<file path="src/hdl/iirdf2_pkg.sv">
package iirdf2_pkg;

	localparam int SAMPLE_W = 16;
	localparam int COEF_W   = 18;
	localparam int W_W      = 32;
	localparam int FRAC     = 14;
	localparam int DEPTH    = 3;
	localparam int ORDER    = 3;
	localparam int PROD_W   = COEF_W + W_W;
	localparam int ACC_W    = PROD_W + 2;
	localparam int SH_W     = ACC_W - FRAC;
	localparam int K_W      = $clog2(DEPTH);
	localparam int NUM_IW   = $clog2(DEPTH + 1);
	localparam int CFG_IW   = 3;

	localparam logic [CFG_IW-1:0] REG_NUM_COEF_0 = 3'd0;
	localparam logic [CFG_IW-1:0] REG_NUM_COEF_1 = 3'd1;
	localparam logic [CFG_IW-1:0] REG_NUM_COEF_2 = 3'd2;
	localparam logic [CFG_IW-1:0] REG_NUM_COEF_3 = 3'd3;
	localparam logic [CFG_IW-1:0] REG_DEN_COEF_1 = 3'd4;
	localparam logic [CFG_IW-1:0] REG_DEN_COEF_2 = 3'd5;
	localparam logic [CFG_IW-1:0] REG_DEN_COEF_3 = 3'd6;

	localparam logic signed [COEF_W-1:0] COEF_ONE = COEF_W'(1 << FRAC);

	typedef struct packed {
		logic init;
		logic issue;
		logic sub;
	} mac_ctl_t;

endpackage

</file>
<file path="src/hdl/iirdf2_mac.sv">
module iirdf2_mac (
	input  logic                                         clk,
	input  logic                                         arst_n,
	input  iirdf2_pkg::mac_ctl_t                         ctl,
	input  logic signed [iirdf2_pkg::ACC_W-1:0]          init_val,
	input  logic signed [iirdf2_pkg::COEF_W-1:0]         op_coef,
	input  logic signed [iirdf2_pkg::W_W-1:0]            op_data,
	output logic signed [iirdf2_pkg::ACC_W-1:0]          acc
);

	logic signed [iirdf2_pkg::PROD_W-1:0] prod_s1;
	logic                                 pend_q;
	logic                                 sub_q;
	logic signed [iirdf2_pkg::ACC_W-1:0]  acc_q;
	logic signed [iirdf2_pkg::ACC_W-1:0]  prod_ext;

	assign prod_ext = iirdf2_pkg::ACC_W'(prod_s1);
	assign acc      = acc_q;

	always_ff @(posedge clk) begin
		if (ctl.issue) begin
			prod_s1 <= iirdf2_pkg::PROD_W'(op_coef) * iirdf2_pkg::PROD_W'(op_data);
		end
	end

	always_ff @(posedge clk or negedge arst_n) begin
		if (!arst_n) begin
			pend_q <= 1'b0;
			sub_q  <= 1'b0;
		end else begin
			pend_q <= ctl.issue;
			if (ctl.issue) begin
				sub_q <= ctl.sub;
			end
		end
	end

	always_ff @(posedge clk) begin
		if (ctl.init) begin
			acc_q <= init_val;
		end else if (pend_q) begin
			acc_q <= sub_q ? (acc_q - prod_ext) : (acc_q + prod_ext);
		end
	end

endmodule

</file>
<file path="src/hdl/iir_direct_form_two_filter.sv">
// Third-order direct form II IIR filter for signed 16-bit samples with Q3.14 coefficients.
// One shared 18 x 32 bit multiply-accumulate unit forms the feedback sum and then the output
// sum: each sum issues one multiply per tap and is followed by a drain state, the node value is
// rounded and saturated in the S_W state, and the output is rounded into the output register
// in the commit state S_Y. The next sample can be accepted once the result is in the output
// register. The input is not ready while a sample is in progress, and a finished sample
// waits in the output register until it is taken. Coefficients are written through the
// configuration port; the user must write them only while the filter is idle, which the block
// itself does not enforce. A restart bit on a sample clears the delay line first. Both the
// internal node and the output saturate, and clipped reports either.
module iir_direct_form_two_filter (
	input  logic                                      clk,
	input  logic                                      arst_n,
	input  logic                                      cfg_wr_en,
	input  logic [iirdf2_pkg::CFG_IW-1:0]             cfg_index,
	input  logic [iirdf2_pkg::COEF_W-1:0]             cfg_data,
	input  logic                                      in_valid,
	output logic                                      in_ready,
	input  logic signed [iirdf2_pkg::SAMPLE_W-1:0]    sample_in,
	input  logic                                      restart,
	output logic                                      out_valid,
	input  logic                                      out_ready,
	output logic signed [iirdf2_pkg::SAMPLE_W-1:0]    sample_out,
	output logic                                      clipped
);

	localparam logic [2:0] S_IDLE     = 3'd0;
	localparam logic [2:0] S_FB       = 3'd1;
	localparam logic [2:0] S_FB_DRAIN = 3'd2;
	localparam logic [2:0] S_W        = 3'd3;
	localparam logic [2:0] S_FF0      = 3'd4;
	localparam logic [2:0] S_FF       = 3'd5;
	localparam logic [2:0] S_FF_DRAIN = 3'd6;
	localparam logic [2:0] S_Y        = 3'd7;

	localparam logic [iirdf2_pkg::K_W-1:0] K_LAST = iirdf2_pkg::K_W'(iirdf2_pkg::ORDER - 1);

	logic [2:0]                                  state_q;
	logic [iirdf2_pkg::K_W-1:0]                  k_q;
	logic signed [iirdf2_pkg::COEF_W-1:0]        num_coef_q [iirdf2_pkg::DEPTH+1];
	logic signed [iirdf2_pkg::COEF_W-1:0]        den_coef_q [iirdf2_pkg::DEPTH];
	logic signed [iirdf2_pkg::W_W-1:0]           dl_q [iirdf2_pkg::DEPTH];
	logic signed [iirdf2_pkg::W_W-1:0]           w_q;
	logic                                        clip_q;
	logic                                        out_valid_q;
	logic signed [iirdf2_pkg::SAMPLE_W-1:0]      sample_out_q;
	logic                                        clipped_q;

	iirdf2_pkg::mac_ctl_t                        mac_ctl;
	logic signed [iirdf2_pkg::ACC_W-1:0]         init_val;
	logic signed [iirdf2_pkg::COEF_W-1:0]        op_coef;
	logic signed [iirdf2_pkg::W_W-1:0]           op_data;
	logic signed [iirdf2_pkg::ACC_W-1:0]         acc;
	logic signed [iirdf2_pkg::ACC_W-1:0]         acc_rnd;
	logic signed [iirdf2_pkg::SH_W-1:0]          acc_sh;
	logic signed [iirdf2_pkg::W_W-1:0]           w_sat;
	logic                                        w_ovf;
	logic signed [iirdf2_pkg::SAMPLE_W-1:0]      y_sat;
	logic                                        y_ovf;
	logic                                        accept;
	logic                                        commit;

	assign in_ready   = (state_q == S_IDLE);
	assign accept     = in_valid && in_ready;
	assign commit     = (state_q == S_Y) && (!out_valid_q || out_ready);
	assign out_valid  = out_valid_q;
	assign sample_out = sample_out_q;
	assign clipped    = clipped_q;

	// Round half up and drop the fraction, then saturate to the node and sample widths.
	assign acc_rnd = acc + iirdf2_pkg::ACC_W'(1 << (iirdf2_pkg::FRAC - 1));
	assign acc_sh  = acc_rnd[iirdf2_pkg::ACC_W-1:iirdf2_pkg::FRAC];
	assign w_ovf   = !((&acc_sh[iirdf2_pkg::SH_W-1:iirdf2_pkg::W_W-1])
		|| !(|acc_sh[iirdf2_pkg::SH_W-1:iirdf2_pkg::W_W-1]));
	assign y_ovf   = !((&acc_sh[iirdf2_pkg::SH_W-1:iirdf2_pkg::SAMPLE_W-1])
		|| !(|acc_sh[iirdf2_pkg::SH_W-1:iirdf2_pkg::SAMPLE_W-1]));

	always_comb begin
		if (w_ovf) begin
			w_sat = {acc_sh[iirdf2_pkg::SH_W-1], {(iirdf2_pkg::W_W-1){!acc_sh[iirdf2_pkg::SH_W-1]}}};
		end else begin
			w_sat = acc_sh[iirdf2_pkg::W_W-1:0];
		end
		if (y_ovf) begin
			y_sat = {acc_sh[iirdf2_pkg::SH_W-1],
				{(iirdf2_pkg::SAMPLE_W-1){!acc_sh[iirdf2_pkg::SH_W-1]}}};
		end else begin
			y_sat = acc_sh[iirdf2_pkg::SAMPLE_W-1:0];
		end
	end

	always_comb begin
		mac_ctl  = '0;
		init_val = '0;
		op_coef  = den_coef_q[k_q];
		op_data  = dl_q[k_q];
		unique case (state_q)
			S_IDLE: begin
				mac_ctl.init = accept;
				init_val = {{(iirdf2_pkg::ACC_W - iirdf2_pkg::SAMPLE_W - iirdf2_pkg::FRAC)
					{sample_in[iirdf2_pkg::SAMPLE_W-1]}}, sample_in, iirdf2_pkg::FRAC'(0)};
			end
			S_FB: begin
				mac_ctl.issue = 1'b1;
				mac_ctl.sub   = 1'b1;
			end
			S_W: begin
				mac_ctl.init = 1'b1;
			end
			S_FF0: begin
				mac_ctl.issue = 1'b1;
				op_coef = num_coef_q[0];
				op_data = w_q;
			end
			S_FF: begin
				mac_ctl.issue = 1'b1;
				op_coef = num_coef_q[iirdf2_pkg::NUM_IW'(k_q) + iirdf2_pkg::NUM_IW'(1)];
			end
			S_FB_DRAIN, S_FF_DRAIN, S_Y: begin
			end
			default: begin
			end
		endcase
	end

	iirdf2_mac u_mac (
		.clk      (clk),
		.arst_n   (arst_n),
		.ctl      (mac_ctl),
		.init_val (init_val),
		.op_coef  (op_coef),
		.op_data  (op_data),
		.acc      (acc)
	);

	always_ff @(posedge clk or negedge arst_n) begin
		if (!arst_n) begin
			state_q <= S_IDLE;
			k_q     <= '0;
		end else begin
			unique case (state_q)
				S_IDLE: begin
					k_q <= '0;
					if (accept) begin
						state_q <= S_FB;
					end
				end
				S_FB: begin
					if (k_q == K_LAST) begin
						state_q <= S_FB_DRAIN;
						k_q     <= '0;
					end else begin
						k_q <= k_q + iirdf2_pkg::K_W'(1);
					end
				end
				S_FB_DRAIN: state_q <= S_W;
				S_W:        state_q <= S_FF0;
				S_FF0:      state_q <= S_FF;
				S_FF: begin
					if (k_q == K_LAST) begin
						state_q <= S_FF_DRAIN;
						k_q     <= '0;
					end else begin
						k_q <= k_q + iirdf2_pkg::K_W'(1);
					end
				end
				S_FF_DRAIN: state_q <= S_Y;
				S_Y: begin
					if (commit) begin
						state_q <= S_IDLE;
					end
				end
				default: state_q <= S_IDLE;
			endcase
		end
	end

	always_ff @(posedge clk or negedge arst_n) begin
		if (!arst_n) begin
			num_coef_q[0] <= iirdf2_pkg::COEF_ONE;
			for (int i = 1; i <= iirdf2_pkg::DEPTH; i++) begin
				num_coef_q[i] <= '0;
			end
			for (int i = 0; i < iirdf2_pkg::DEPTH; i++) begin
				den_coef_q[i] <= '0;
			end
		end else if (cfg_wr_en) begin
			unique case (cfg_index)
				iirdf2_pkg::REG_NUM_COEF_0: num_coef_q[0] <= cfg_data;
				iirdf2_pkg::REG_NUM_COEF_1: num_coef_q[1] <= cfg_data;
				iirdf2_pkg::REG_NUM_COEF_2: num_coef_q[2] <= cfg_data;
				iirdf2_pkg::REG_NUM_COEF_3: num_coef_q[3] <= cfg_data;
				iirdf2_pkg::REG_DEN_COEF_1: den_coef_q[0] <= cfg_data;
				iirdf2_pkg::REG_DEN_COEF_2: den_coef_q[1] <= cfg_data;
				iirdf2_pkg::REG_DEN_COEF_3: den_coef_q[2] <= cfg_data;
				default: begin
				end
			endcase
		end
	end

	always_ff @(posedge clk or negedge arst_n) begin
		if (!arst_n) begin
			for (int i = 0; i < iirdf2_pkg::DEPTH; i++) begin
				dl_q[i] <= '0;
			end
		end else if (accept && restart) begin
			for (int i = 0; i < iirdf2_pkg::DEPTH; i++) begin
				dl_q[i] <= '0;
			end
		end else if (commit) begin
			for (int i = iirdf2_pkg::DEPTH - 1; i > 0; i--) begin
				dl_q[i] <= dl_q[i-1];
			end
			dl_q[0] <= w_q;
		end
	end

	always_ff @(posedge clk) begin
		if (state_q == S_W) begin
			w_q    <= w_sat;
			clip_q <= w_ovf;
		end
		if (commit) begin
			sample_out_q <= y_sat;
			clipped_q    <= clip_q || y_ovf;
		end
	end

	always_ff @(posedge clk or negedge arst_n) begin
		if (!arst_n) begin
			out_valid_q <= 1'b0;
		end else begin
			if (out_valid_q && out_ready) begin
				out_valid_q <= 1'b0;
			end
			if (commit) begin
				out_valid_q <= 1'b1;
			end
		end
	end

	// A sample starts the feedback taps on the cycle after its input transaction.
	assert property (@(posedge clk) disable iff (!arst_n)
		accept |=> (state_q == S_FB) && !in_ready)
		else $error("sample did not start the feedback sum");

	// A new output only appears from the commit step.
	assert property (@(posedge clk) disable iff (!arst_n)
		$rose(out_valid) |-> ($past(state_q) == S_Y))
		else $error("output raised outside the commit step");

	// The accumulator is only reloaded while no product is pending.
	assert property (@(posedge clk) disable iff (!arst_n)
		(state_q == S_W) |-> $past(state_q) == S_FB_DRAIN)
		else $error("rounding step reached without draining the feedback sum");

endmodule
</file>
<file path="config.mk">
export PLATFORM = sky130hd
export DESIGN_NAME = iir_direct_form_two_filter
export DESIGN_NICKNAME = d
export VERILOG_FILES = /design/src/hdl/iirdf2_pkg.sv /design/src/hdl/iirdf2_mac.sv /design/src/hdl/iir_direct_form_two_filter.sv
export SDC_FILE = /design/constraint.sdc
export NUM_CORES = 2
export LEC_CHECK = 0
export ABC_AREA = 0
export BUFFER_PORTS_ARGS = -buffer_cell sky130_fd_sc_hd__buf_2
export CELL_PAD_IN_SITES_DETAIL_PLACEMENT = 0
export CELL_PAD_IN_SITES_GLOBAL_PLACEMENT = 1
export CORE_ASPECT_RATIO = 0.9
export CORE_MARGIN = 2
export CORE_UTILIZATION = 56
export DETAILED_ROUTE_END_ITERATION = 16
export PLACE_DENSITY_LB_ADDON = 0.1
export SLEW_MARGIN = 20
export SYNTH_ARGS = -nofsm -noshare
export SYNTH_HDL_FRONTEND = slang
export SYNTH_SLANG_ARGS = --single-unit
</file>
<file path="constraint.sdc">
create_clock -name clk -period 29.1 [get_ports clk]
set_input_delay 4.365 -clock clk [delete_from_list [all_inputs] [get_ports clk]]
set_output_delay 4.365 -clock clk [all_outputs]
set_load 0.02 [all_outputs]
</file>
==> metrics <==
Worst-path clk slew=60 ps; Synth-to-Final Area Change=6.89%; layout cells sized above 1=9.90%; Overflow after GRT=0; fin. max-slew vios=0; Die H=259 µm; CP Capture Type=flop; Die Wd=288 µm; Post-synth top cells=inv_1, nand2_1, fa_1, nor2_1, a21oi_1; drt drc=0; Startpoint Class=flop; status=finished clean; CP max stage delay=900 ps; # resized after CTS=0; HP Class=flop to flop; DR iter-0 viols=2446; Core Region=0.0716 mm²; WHS Path Cells=1; wire per inst=22.0 µm; Ant. Diodes=0; routability cong.=0.908; Initial Util=56.6%; cts bufs inserted=45; worst skew pair latency=600 ps; Synth top area share=27.4%; H-Tree Level Count=2; cells after synthesis=4266; Die Area=0.0745 mm²; I/O pin count=62; CTS tree=yes; synth top area cells=fa_1, dfrtp_1, edfxtp_1, inv_1, nand2_1; Post-synth EDFFs=152; Max-Cap Viols=0; syn avg cell area=9.50 µm²; YS warnings=0; count of final hold-check violations=0; WS Path Type=flop to flop; setup_tns=0 ps; register area share after synthesis=25.5%; Post-synth top flop=dfrtp_1; post-synthesis register bit count=382; Tmin final=10120 ps; first-pass GRT wire length=181000 µm; post-synth cell types=77; CTS root buf=clkbuf_16; Post-layout nets=5005; hold buffers post-CTS=0; Max Root-Sink Buffers=3; drt total wl=115000 µm; final setup violation count=0; vias=30.5k; achievable frequency=98.8 MHz; Rows=93; clk_skew=43.0 ps; Worst Max-Slew Pin Slew=1200 ps; drt first pass iters=6; antenna viol nets, final=0; clock tree sinks=382; Buffers on Ports=61; Synth Net Count=5044; initial antenna violation count=1; top-count cell post-synth=inv_1; Worst EP required=29430 ps; Total GRT Usage=31.7%; top cell type by total area after synthesis=fa_1; Synth Cell Area=0.0405 mm²; Worst path most repeated cell=fa_1; largest net degree at the start of global routing=97; Arr. time, crit path=10450 ps; Post-CTS Setup Bufs=0; critical path peak fanout=46; RSZ-0062 raised after global routing=no; Async S/R FF share, synth=60.2%; CP max stage cell=and3_1; Worst Reg-to-Reg Cells=28; Worst slew margin=18.9%; vias in the first global route=30.6k; Vias/cell=5.85; Final period util=34.8%; Final HPWL DP=89300 µm
-- cell usage in the layout (no fill, tap or decap), drive strengths merged, types with 38 or more instances in the layout --
cell / count
inv: 655
nand2: 636
fa: 554
nor2: 294
a21oi: 280
dfrtp: 229
ha: 181
mux2: 155
edfxtp: 152
o21ai: 129
xnor2: 126
buf: 124
nand3: 77
clkbuf: 71
nand2b: 50
xor2: 49
mux2i: 44
a31oi: 43
a21o: 40
o21a: 38
-- through the flow --
step / hold WS, ps / cells / util [%] / setup slack, ps / cell area (µm²)
floorplan: 474 / 4266 / - / 19910 / 40500
global placement: 482 / 5129 / 58.4 / 19250 / 41800
detailed placement: 490 / 5129 / 58.4 / 19100 / 41800
CTS: 504 / 5210 / 60.5 / 19070 / 43300
global route: 519 / 5211 / 60.5 / 18480 / 43300
finish: 501 / 5211 / 60.5 / 18980 / 43300
-- state kept, by name, indices dropped and copies added (netlist names), 2 cells and up --
signal         flops
den_coef_q        54
dl_q              96
k_q                2
num_coef_q        72
sample_out        16
state_q            3
u_mac.acc         52
u_mac.prod_s1     50
w_q               32
-- layer usage --
metal | wire length, µm | share of wire, % | track usage (%) | vias to the layer above
li1 | - | - | - | 13700
met1 | 49500 | 43 | 45.9 | 15500
met2 | 53200 | 46 | 49.7 | 1086
met3 | 8440 | 7.4 | 4.65 | 181
met4 | 3670 | 3.2 | 9.71 | 2
met5 | 18 | 0.016 | 0 | -
-- kinds of logic after synthesis --
| family | count (synthesis) | share of synthesized area, % |
|---|---|---|
| and+or+nand+nor | 1236 | 13.4 |
| adders and majority gates | 735 | 33.0 |
| buffers and inverters | 863 | 8.08 |
| DFF | 382 | 25.5 |
| xor gates and xnor gates | 175 | 3.83 |
| AOI/OAI and AO/OA | 658 | 9.88 |
| muxes | 217 | 6.40 |
-- critical path, delay by kind of cell, from the launching register on --
family | cells | cell delay, ps
fa+ha+maj | 8 | 3560
buf+inv | 7 | 1530
simple gates | 3 | 1140
flops | 1 | 350
xor+xnor | 1 | 90
mux | 1 | 550
compound gates | 8 | 2630
-- final timing paths --
| path | from | endpoint | slack (ps) |
|---|---|---|---|
| setup / recovery | k_q[0] | u_mac.prod_s1[47] | 18980 |
| hold / removal | num_coef_q[2] | num_coef_q[2] | 500 |
| setup reg to reg | k_q[0] | u_mac.prod_s1[47] | 18980 |
| hold reg to reg | num_coef_q[2] | num_coef_q[2] | 500 |
| max in group asynchronous | arst_n | num_coef_q[49] | 23820 |
| min in group asynchronous | arst_n | state_q[1] | 3790 |
-- final cells by class --
cell class	instances	area [µm²]
fillers	6236	28300
clock buffers	71	1350
clock inverters	10	150
well taps	950	1190
multi-input cells	3021	27000
flip-flops and latches	382	10300
repair buffers	124	808
inverters	653	2450
Power is left out: the tool's default activity adds up to more than one toggle a clock period on the data nets, which glitch-free logic cannot reach.
